$ cat src/sv/totient_and_modular_power_unit_assert.svh
// Assertion macros for the totient and modular power unit.
`ifndef TOTIENT_AND_MODULAR_POWER_UNIT_ASSERT_SVH
`define TOTIENT_AND_MODULAR_POWER_UNIT_ASSERT_SVH
`ifndef NO_ASSERTIONS
`define TMP_ASSERT_IMPL(label, clk, rst_n, prop, msg) \
  label: assert property (@(posedge clk) disable iff (!rst_n) prop) else $error(msg);
`define TMP_ASSERT_NEXT(label, clk, rst_n, ante, cons, msg) \
  label: assert property (@(posedge clk) disable iff (!rst_n) ante |=> cons) else $error(msg);
`else
`define TMP_ASSERT_IMPL(label, clk, rst_n, prop, msg)
`define TMP_ASSERT_NEXT(label, clk, rst_n, ante, cons, msg)
`endif
`endif

$ cat src/sv/tmp_pkg.sv
// Shared types and constants for the totient and modular power unit.
`timescale 1ns / 1ps
package tmp_pkg;
  localparam int DEF_WIDTH = 16;
  localparam int VALUE_W = 16;
  localparam logic [1:0] CMD_TOT = 2'd0;
  localparam logic [1:0] CMD_FERMAT = 2'd1;
  localparam logic [1:0] CMD_EULER = 2'd2;
  localparam logic [1:0] CMD_UNUSED = 2'd3;
  localparam logic [1:0] ST_OK = 2'd0;
  localparam logic [1:0] ST_NOT_COPRIME = 2'd1;
  localparam logic [1:0] ST_ZERO_MOD = 2'd2;

  // datapath operations
  typedef enum logic [3:0] {
    OP_NONE, OP_LOAD, OP_GCD_NI, OP_GCD_NM, OP_GCD_STEP, OP_TOT_NEXT,
    OP_PW_INIT, OP_MUL_ACC, OP_MUL_SQ, OP_MOD_STEP, OP_MOD_START_RED,
    OP_SHIFT_E, OP_DONE, OP_TOT_M
  } op_t;

  typedef struct packed {
    op_t op;
  } cmd_t;

  typedef struct packed {
    logic gcd_done;   // remainder of current gcd is zero
    logic gcd_one;    // gcd result is one
    logic tot_end;    // loop index reached the totient operand
    logic mod_done;   // shift-subtract reduction finished
    logic e_zero;
    logic e_lsb;
    logic m_zero;
    logic [1:0] cmd;
  } stat_t;
endpackage

$ cat src/sv/tmp_datapath.sv
// Datapath: operand registers, Euclid remainder unit, shift-subtract modulo reducer.
`timescale 1ns / 1ps
module tmp_datapath #(
  parameter int WIDTH = tmp_pkg::DEF_WIDTH
) (
  input  logic clk,
  input  tmp_pkg::cmd_t cmd_i,
  input  logic [1:0] in_command,
  input  logic [15:0] in_number,
  input  logic [15:0] in_modulus,
  output tmp_pkg::stat_t stat_o,
  output logic [15:0] res_value
);
  import tmp_pkg::*;
  localparam int CW = $clog2(2 * WIDTH + 1);

  logic [1:0] cmd_r;
  logic [WIDTH-1:0] n_r, m_r, tn_r, i_r, cnt_r, gx_r, gy_r, acc_r, b_r, e_r;
  logic [2*WIDTH-1:0] rem_r, prod_r;
  logic [2*WIDTH-1:0] dv_r;
  logic [CW-1:0] sh_r;
  logic red_acc_r;   // reduction target: acc or base

  // gcd remainder: gx mod gy by one compare-subtract per step is too slow;
  // use shift-subtract reducer shared with power path
  logic [2*WIDTH-1:0] rem_sub;
  assign rem_sub = rem_r - dv_r;

  always_ff @(posedge clk) begin
    unique case (cmd_i.op)
      OP_LOAD: begin
        cmd_r <= in_command;
        n_r <= WIDTH'(in_number);
        m_r <= WIDTH'(in_modulus);
        tn_r <= WIDTH'(in_number);
        i_r <= WIDTH'(1);
        cnt_r <= '0;
      end
      // restart the totient loop on the modulus
      OP_TOT_M: begin
        tn_r <= m_r;
        i_r <= WIDTH'(1);
        cnt_r <= '0;
      end
      OP_GCD_NI: begin
        gx_r <= tn_r; gy_r <= i_r;
        rem_r <= (2*WIDTH)'(tn_r);
        dv_r <= (2*WIDTH)'(i_r) << WIDTH; sh_r <= CW'(WIDTH + 1);
      end
      OP_GCD_NM: begin
        gx_r <= n_r; gy_r <= m_r;
        rem_r <= (2*WIDTH)'(n_r);
        dv_r <= (2*WIDTH)'(m_r) << WIDTH; sh_r <= CW'(WIDTH + 1);
      end
      OP_MOD_STEP: begin
        if (rem_r >= dv_r) rem_r <= rem_sub;
        dv_r <= dv_r >> 1;
        sh_r <= sh_r - CW'(1);
      end
      OP_GCD_STEP: begin
        // rem_r now holds gx mod gy
        gx_r <= gy_r; gy_r <= rem_r[WIDTH-1:0];
        rem_r <= (2*WIDTH)'(gy_r);
        dv_r <= (2*WIDTH)'(rem_r[WIDTH-1:0]) << WIDTH; sh_r <= CW'(WIDTH + 1);
      end
      OP_TOT_NEXT: begin
        if (gx_r == WIDTH'(1)) cnt_r <= cnt_r + WIDTH'(1);
        i_r <= i_r + WIDTH'(1);
      end
      OP_PW_INIT: begin
        // exponent: m-1 for Fermat, count for Euler; base reduce starts
        e_r <= (cmd_r == CMD_FERMAT) ? m_r - WIDTH'(1) : cnt_r;
        acc_r <= (m_r == WIDTH'(1)) ? '0 : WIDTH'(1);
        b_r <= n_r;
        red_acc_r <= 1'b0;
        rem_r <= (2*WIDTH)'(n_r);
        dv_r <= (2*WIDTH)'(m_r) << WIDTH; sh_r <= CW'(WIDTH + 1);
      end
      OP_MUL_ACC: begin
        prod_r <= (2*WIDTH)'(acc_r) * (2*WIDTH)'(b_r);
        red_acc_r <= 1'b1;
      end
      OP_MUL_SQ: begin
        prod_r <= (2*WIDTH)'(b_r) * (2*WIDTH)'(b_r);
        red_acc_r <= 1'b0;
      end
      OP_MOD_START_RED: begin
        rem_r <= prod_r;
        dv_r <= (2*WIDTH)'(m_r) << WIDTH; sh_r <= CW'(WIDTH + 1);
      end
      OP_SHIFT_E: begin
        if (red_acc_r) acc_r <= rem_r[WIDTH-1:0];
        else b_r <= rem_r[WIDTH-1:0];
      end
      OP_DONE: e_r <= e_r >> 1;
      default: ;
    endcase
  end

  // the remainder result of a reduction is stored by the controller via OP_SHIFT_E
  assign stat_o.gcd_done = (gy_r == '0);
  assign stat_o.gcd_one = (gx_r == WIDTH'(1));
  assign stat_o.tot_end = (i_r >= tn_r);
  assign stat_o.mod_done = (sh_r == '0);
  assign stat_o.e_zero = (e_r == '0);
  assign stat_o.e_lsb = e_r[0];
  assign stat_o.m_zero = (m_r == '0);
  assign stat_o.cmd = cmd_r;

  logic [15:0] v16;
  always_comb begin
    v16 = '0;
    if (cmd_r == CMD_TOT) v16 = 16'(cnt_r);
    else v16 = 16'(acc_r);
  end
  assign res_value = v16;
endmodule

$ cat src/sv/tmp_ctrl.sv
// Controller: sequences gcd, totient loop and square-and-multiply.
`timescale 1ns / 1ps
module tmp_ctrl (
  input  logic clk,
  input  logic rst_n,
  input  logic in_valid,
  output logic in_ready,
  output logic out_valid,
  input  logic out_ready,
  input  tmp_pkg::stat_t stat_i,
  output tmp_pkg::cmd_t cmd_o,
  output logic [1:0] res_status,
  output logic res_zero
);
  import tmp_pkg::*;
  localparam logic [3:0] S_IDLE = 4'd0, S_DISP = 4'd1, S_TG = 4'd2, S_TGR = 4'd3,
    S_TNXT = 4'd4, S_CG = 4'd5, S_CGR = 4'd6, S_PINIT = 4'd7, S_BRED = 4'd8,
    S_LOOP = 4'd9, S_RED = 4'd10, S_SQ = 4'd11, S_SQR = 4'd12, S_OUT = 4'd13,
    S_TOTI = 4'd14;

  logic [3:0] st_r, st_nxt;
  logic [1:0] sts_r, sts_nxt;
  logic z_r, z_nxt;
  logic euler_r, euler_nxt;   // computing totient of modulus
  logic sq_r, sq_nxt;         // reduction belongs to square step
  logic shift_pend_r, shift_pend_nxt;

  assign in_ready = (st_r == S_IDLE);
  assign out_valid = (st_r == S_OUT);
  assign res_status = sts_r;
  assign res_zero = z_r;

  always_comb begin
    st_nxt = st_r; sts_nxt = sts_r; z_nxt = z_r; euler_nxt = euler_r; sq_nxt = sq_r;
    cmd_o.op = OP_NONE;
    unique case (st_r)
      S_IDLE: if (in_valid) begin cmd_o.op = OP_LOAD; st_nxt = S_DISP; end
      S_DISP: begin
        sts_nxt = ST_OK; z_nxt = 1'b0; euler_nxt = 1'b0;
        priority if (stat_i.cmd == CMD_TOT) st_nxt = S_TOTI;
        else if (stat_i.cmd == CMD_UNUSED) begin z_nxt = 1'b1; st_nxt = S_OUT; end
        else if (stat_i.m_zero) begin
          sts_nxt = ST_ZERO_MOD; z_nxt = 1'b1; st_nxt = S_OUT;
        end else begin cmd_o.op = OP_GCD_NM; st_nxt = S_CGR; end
      end
      // totient loop over i
      S_TOTI: begin
        if (stat_i.tot_end) st_nxt = euler_r ? S_PINIT : S_OUT;
        else begin cmd_o.op = OP_GCD_NI; st_nxt = S_TGR; end
      end
      S_TGR: begin
        if (stat_i.gcd_done) st_nxt = S_TNXT;
        else if (stat_i.mod_done) cmd_o.op = OP_GCD_STEP;
        else cmd_o.op = OP_MOD_STEP;
      end
      S_TNXT: begin cmd_o.op = OP_TOT_NEXT; st_nxt = S_TOTI; end
      // coprimality of number and modulus
      S_CGR: begin
        if (stat_i.gcd_done) begin
          if (!stat_i.gcd_one) begin
            sts_nxt = ST_NOT_COPRIME; z_nxt = 1'b1; st_nxt = S_OUT;
          end else if (stat_i.cmd == CMD_EULER) begin
            euler_nxt = 1'b1; st_nxt = S_CG;
          end else st_nxt = S_PINIT;
        end else if (stat_i.mod_done) cmd_o.op = OP_GCD_STEP;
        else cmd_o.op = OP_MOD_STEP;
      end
      S_CG: begin cmd_o.op = OP_TOT_M; st_nxt = S_TG; end
      S_TG: st_nxt = S_TOTI;
      S_PINIT: begin cmd_o.op = OP_PW_INIT; sq_nxt = 1'b1; st_nxt = S_BRED; end
      // reduce base or product
      S_BRED: begin
        if (stat_i.mod_done) begin
          cmd_o.op = OP_SHIFT_E;
          st_nxt = sq_r ? S_SQR : S_SQ;
        end else cmd_o.op = OP_MOD_STEP;
      end
      S_SQR: begin
        // after a square: shift exponent unless just base reduce of init
        st_nxt = S_LOOP;
      end
      S_LOOP: begin
        if (stat_i.e_zero) st_nxt = S_OUT;
        else if (stat_i.e_lsb) begin cmd_o.op = OP_MUL_ACC; sq_nxt = 1'b0; st_nxt = S_RED; end
        else st_nxt = S_SQ;
      end
      S_SQ: begin cmd_o.op = OP_MUL_SQ; sq_nxt = 1'b1; st_nxt = S_RED; end
      S_RED: begin cmd_o.op = OP_MOD_START_RED; st_nxt = S_BRED; end
      S_OUT: if (out_ready) st_nxt = S_IDLE;
      default: st_nxt = S_IDLE;
    endcase
    // shift exponent after each square reduction completes
    if (st_r == S_SQR && sq_r && sts_r == ST_OK && shift_pend_r) cmd_o.op = OP_DONE;
  end

  always_comb begin
    shift_pend_nxt = shift_pend_r;
    if (st_r == S_PINIT) shift_pend_nxt = 1'b0;
    else if (st_r == S_SQ) shift_pend_nxt = 1'b1;
  end

  always_ff @(posedge clk) begin
    if (!rst_n) begin
      st_r <= S_IDLE; sts_r <= ST_OK; z_r <= 1'b0; euler_r <= 1'b0;
      sq_r <= 1'b0; shift_pend_r <= 1'b0;
    end else begin
      st_r <= st_nxt; sts_r <= sts_nxt; z_r <= z_nxt; euler_r <= euler_nxt;
      sq_r <= sq_nxt; shift_pend_r <= shift_pend_nxt;
    end
  end
endmodule

$ cat src/sv/totient_and_modular_power_unit.sv
// Top level of the totient and modular power unit.
// Channel | ports                                   | dir
// input   | in_valid in_ready in_command/number/mod | in
// result  | out_valid out_ready out_value out_status| out
// One item at a time; in_ready is low from the input transfer until the result transfer.
// Totient of n: for each i from 1 below n, a gcd of n and i by Euclid rounds, each a
// shift-subtract reduction; i is counted when the gcd is one.
// Powers: a gcd check, a base reduction, then per exponent bit a square and, for a set
// bit, a multiply, each reduced by shift-subtract; plus the totient loop over the modulus for Euler.
// Reset is synchronous; the result holds in its register until transferred.
`timescale 1ns / 1ps
`include "totient_and_modular_power_unit_assert.svh"
module totient_and_modular_power_unit #(
  parameter int WIDTH = tmp_pkg::DEF_WIDTH
) (
  input  logic clk,
  input  logic rst_n,
  input  logic in_valid,
  output logic in_ready,
  input  logic [1:0] in_command,
  input  logic [15:0] in_number,
  input  logic [15:0] in_modulus,
  output logic out_valid,
  input  logic out_ready,
  output logic [15:0] out_value,
  output logic [1:0] out_status
);
  import tmp_pkg::*;
  cmd_t cmd;
  stat_t stat;
  logic [15:0] v;
  logic z;

  tmp_ctrl u_ctrl (.clk, .rst_n, .in_valid, .in_ready, .out_valid, .out_ready,
    .stat_i(stat), .cmd_o(cmd), .res_status(out_status), .res_zero(z));
  tmp_datapath #(.WIDTH(WIDTH)) u_dp (.clk, .cmd_i(cmd), .in_command, .in_number,
    .in_modulus, .stat_o(stat), .res_value(v));

  assign out_value = z ? 16'd0 : v;

  `TMP_ASSERT_IMPL(a_excl, clk, rst_n, !(in_ready && out_valid), "ready while result pending")
  `TMP_ASSERT_NEXT(a_hold, clk, rst_n, out_valid && !out_ready, out_valid, "result dropped")
  `TMP_ASSERT_IMPL(a_zero, clk, rst_n, !(out_valid && |out_status && |out_value), "err value")
endmodule
$ cat config.mk
export PLATFORM = sky130hd
export DESIGN_NAME = totient_and_modular_power_unit
export DESIGN_NICKNAME = d
export VERILOG_FILES = /design/src/sv/tmp_pkg.sv /design/src/sv/tmp_datapath.sv /design/src/sv/tmp_ctrl.sv /design/src/sv/totient_and_modular_power_unit.sv
export VERILOG_INCLUDE_DIRS = /design/src /design/src/sv
export SDC_FILE = /design/constraint.sdc
export NUM_CORES = 2
export LEC_CHECK = 0
export BUFFER_PORTS_ARGS = -buffer_cell sky130_fd_sc_hd__buf_4
export CORE_ASPECT_RATIO = 1.4
export CORE_MARGIN = 4
export CORE_UTILIZATION = 45
export CTS_CLUSTER_DIAMETER = 50
export DETAILED_ROUTE_END_ITERATION = 10
export PLACE_DENSITY_LB_ADDON = 0.15
export REMOVE_ABC_BUFFERS = 1
export SYNTH_ARGS = -nofsm -noshare
export SYNTH_HDL_FRONTEND = slang
export SYNTH_SLANG_ARGS = --single-unit
$ cat constraint.sdc
create_clock -name clk -period 18.8 [get_ports clk]
set_input_delay 1.88 -clock clk [delete_from_list [all_inputs] [get_ports clk]]
set_output_delay 1.88 -clock clk [all_outputs]
set_load 0.005 [all_outputs]
==> flow_summary.json <==
{
  "outcome": "complete, no violations",
  "post_synth.cell_area_avg_um2": 9.47,
  "hold_violations": 0,
  "period_share_pct": 40.6,
  "synth_area_leaders": "edfxtp_1 26%, fa_1 23%, ha_1 11%",
  "clkSlewWorstSetupHoldPaths_ns": 0.08,
  "ios": 58,
  "globalRouteTotalUtil_pct": 25.2,
  "grt_pass1_vias": 25050,
  "vdd_drop_max_uv": 261,
  "post_drt_wl_per_cell_um": 22.1,
  "drt_iter0_markers": 1960,
  "cts.sinks": 275,
  "grt_overflow_total": 0,
  "stdcell_count": 4108,
  "cts_tree": "done",
  "synth_cell_type_count": 75,
  "max_freq_ghz": 0.131,
  "numPortBuffers": 57,
  "p_per_area_mw_per_mm2": 183,
  "cp-start-kind": "flop",
  "cts_resized": 0,
  "yosysTopAreaCellShare_pct": 25.9,
  "synth_area_leader_cell": "edfxtp_1",
  "yosys_warnings": 0,
  "cp_slowest_stage_delay_ns": 0.81,
  "dp_cells": 4054,
  "worstPathArrival_ns": 7.98,
  "worstSetupPathType": "flop to flop",
  "hp-class": "flop to flop",
  "path_max_fanout": 17,
  "cts_setup_buffers": 0,
  "path_buf_inv": 4,
  "skew_ns": 0.0271,
  "syn_to_final_growth_pct": 7.51,
  "rsz0062_at_grt": "no",
  "synth_edf_count": 265,
  "max_slew_margin_pct": 16.3,
  "drive_gt1_share_pct": 6.07,
  "met3_usage_pct": 1.93,
  "final_nets": 3878,
  "use_met2_pct": 46.0,
  "worst_slew_pin_slew_ns": 1.25,
  "cpMostUsedCell": "fa_1",
  "setup_violations": 0,
  "die_x_um": 229,
  "ys_seq_area_share_pct": 26.6,
  "chipHeight_um": 317,
  "synth_flop_cell": "edfxtp_1",
  "via_count": 23484,
  "dpl.hpwl_um": 69800,
  "firstDrtPassIters": 8,
  "period_minus_slack_ns": 7.63,
  "synth-seq-cells": 275,
  "initial_core_util_pct": 45.4,
  "required_ns": 19.14,
  "syn_area_mm2": 0.0307,
  "grt_max_degree": 63,
  "p_leak_nw": 15.2,
  "htreeDepth": 1,
  "rows": 113,
  "synthCells": 3243,
  "antenna_cells": 0,
  "cpMaxStageDelayCell": "o311ai_0",
  "wirelength_um": 91000,
  "tns_ns": 0,
  "slew_violations": 0,
  "cts_hold_buf": 0,
  "vias_per_cell": 5.72,
  "numCtsBuffers": 29,
  "grt_util_met1_pct": 28.6,
  "clock-root-buffer": "clkbuf_16",
  "busiest_layer": "met2",
  "cap_violations": 0,
  "critical-path-top-delay-family": "adder cells",
  "worstPathCellList": "and2_1, fa_1, inv_1, fa_1, fa_1, fa_1, inv_1, fa_1, inv_1, fa_1, inv_1, ha_1, and3_1, a221o_1, o311ai_0, a211oi_1, a2111oi_0, o31ai_1, xor2_1, a2bb2oi_1, nand3_1",
  "grt_first_pass_wirelength_um": 142000,
  "clockBufferDepth": 3,
  "core_area_mm2": 0.0677,
  "drc": 0,
  "antenna_found_initial": 1,
  "synth-async-reset-ratio_pct": 0,
  "place_congestion": 0.872,
  "fill_cells": 6351,
  "end_kind": "flop",
  "fin_util_pct": 48.8,
  "clk_latency_ns": 0.60,
  "dieArea_mm2": 0.0726,
  "ant_nets": 0
}
==> cells by family (layout without fill, tap and decap cells) <==
group | Yosys count | in the layout | synth area share, %
AND/OR/NAND/NOR | 996 | 996 | 15.5
flip-flops | 275 | 275 | 26.6
multiplexers | 23 | 23 | 0.835
XOR/XNOR | 124 | 124 | 3.54
adder cells (fa/ha/maj) | 618 | 618 | 33.9
AO/OA/AOI/OAI | 510 | 510 | 11.1
buffers and inverters | 697 | 700 | 8.58
==> where the power goes <==
part           leakage, nW  switching, mW  internal [mW]
Sequential            2.51          0.225           1.04
Combinational         12.2           2.52           1.64
Clock                0.503          0.274          0.357
Total                 15.2           3.02           3.03
==> synth_stat cells (10+ instances only) <==
master,n
nand2_1,412
inv_1,547
a211oi_1,19
dfxtp_1,10
nor4_1,16
nor2b_1,17
o21a_1,17
a31oi_1,24
a22oi_1,19
xnor2_1,69
clkbuf_1,135
ha_1,260
edfxtp_1,265
nand2b_1,22
a221oi_1,15
a221o_1,19
xor2_1,55
fa_1,357
o21bai_1,10
a21oi_1,133
o21ai_0,98
mux2_2,21
buf_2,15
a21o_1,50
a222oi_1,16
o211ai_1,11
and3_1,42
nor2_1,159
nor3_1,50
o31ai_1,10
and2_1,185
nand3_1,44
==> placed cells by master, fill, tap and decap left out, types with 17 or more instances in the layout <==
master | Yosys | layout
o21ai_0 | 98 | 95
nor2_1 | 159 | 156
o21a_1 | 17 | 17
a221o_1 | 19 | 19
a21oi_1 | 133 | 133
clkbuf_16 | 0 | 29
ha_1 | 260 | 260
xnor2_1 | 69 | 69
inv_1 | 547 | 547
a21o_1 | 50 | 50
nor3_1 | 50 | 50
and3_1 | 42 | 42
a31oi_1 | 24 | 23
nand2b_1 | 22 | 22
xor2_1 | 55 | 55
mux2_2 | 21 | 21
edfxtp_1 | 265 | 265
a211oi_1 | 19 | 19
buf_4 | 0 | 99
and2_1 | 185 | 184
a22oi_1 | 19 | 19
nand3_1 | 44 | 44
nand2_1 | 412 | 412
fa_1 | 357 | 357
==> area by class of cell <==
cell class                 count  area, um2  share of cell area [%]
tap                          862       1080                    3.27
multi-input combinational   2271      20000                    60.5
clock inverter                23        289                   0.875
clock buffer                  31        733                    2.22
timing repair buffer          99        743                    2.25
sequential                   275       8160                    24.7
inverter                     547       2050                    6.22
==> routing by layer <==
layer  vias up  share of wire, %
met2       743                51
met5         -                 0
met4         0               7.7
li1      10649                 -
met1     11853                37
met3       239               4.5
==> sequential cells by signal, summed over array words and instances, names as in the netlist, 2 cells and up <==
name,cells
u_ctrl.res_status,2
u_ctrl.st_r,4
u_dp.acc_r,16
u_dp.b_r,16
u_dp.cmd_r,2
u_dp.cnt_r,16
u_dp.dv_r,32
u_dp.e_r,16
u_dp.gx_r,16
u_dp.gy_r,16
u_dp.i_r,16
u_dp.m_r,16
u_dp.n_r,16
u_dp.prod_r,32
u_dp.rem_r,32
u_dp.sh_r,6
u_dp.tn_r,16
==> per-stage QoR <==
stage	hold WS (ns)	area (um2)	power [mW]	setup slack, ns
6_report	0.499	33000	6.05	11.17
5_1_grt	0.508	33000	6.58	10.70
3_3_place_gp	0.478	32000	5.36	11.30
2_1_floorplan	0.464	30100	4.08	11.10
3_5_place_dp	0.483	32000	5.42	11.27
4_1_cts	0.497	33000	6.08	11.21
==> worst reg2reg max path, stage by stage, from the launching register on <==
cell and delay, ns:
edfxtp_1 0.69, and2_1 0.32, fa_1 0.53, inv_1 0.05, fa_1 0.46, fa_1 0.50
fa_1 0.54, inv_1 0.05, fa_1 0.48, inv_1 0.05, fa_1 0.48, inv_1 0.04
ha_1 0.34, and3_1 0.21, a221o_1 0.35, o311ai_0 0.82, a211oi_1 0.29, a2111oi_0 0.54
o31ai_1 0.17, xor2_1 0.23, a2bb2oi_1 0.19, nand3_1 0.07
==> final timing paths <==
kind                                     startpoint                  end  slack (ns)  cells past startpoint
worst max-delay path                  u_dp.acc_r[7]      u_dp.prod_r[30]       11.17                     21
worst min-delay path            u_ctrl.shift_pend_r  u_ctrl.shift_pend_r        0.50                      1
worst max register to register        u_dp.acc_r[7]      u_dp.prod_r[30]       11.17                     21
worst min register to register  u_ctrl.shift_pend_r  u_ctrl.shift_pend_r        0.50                      1
No activity file was read; power rests on OpenSTA's default activity.
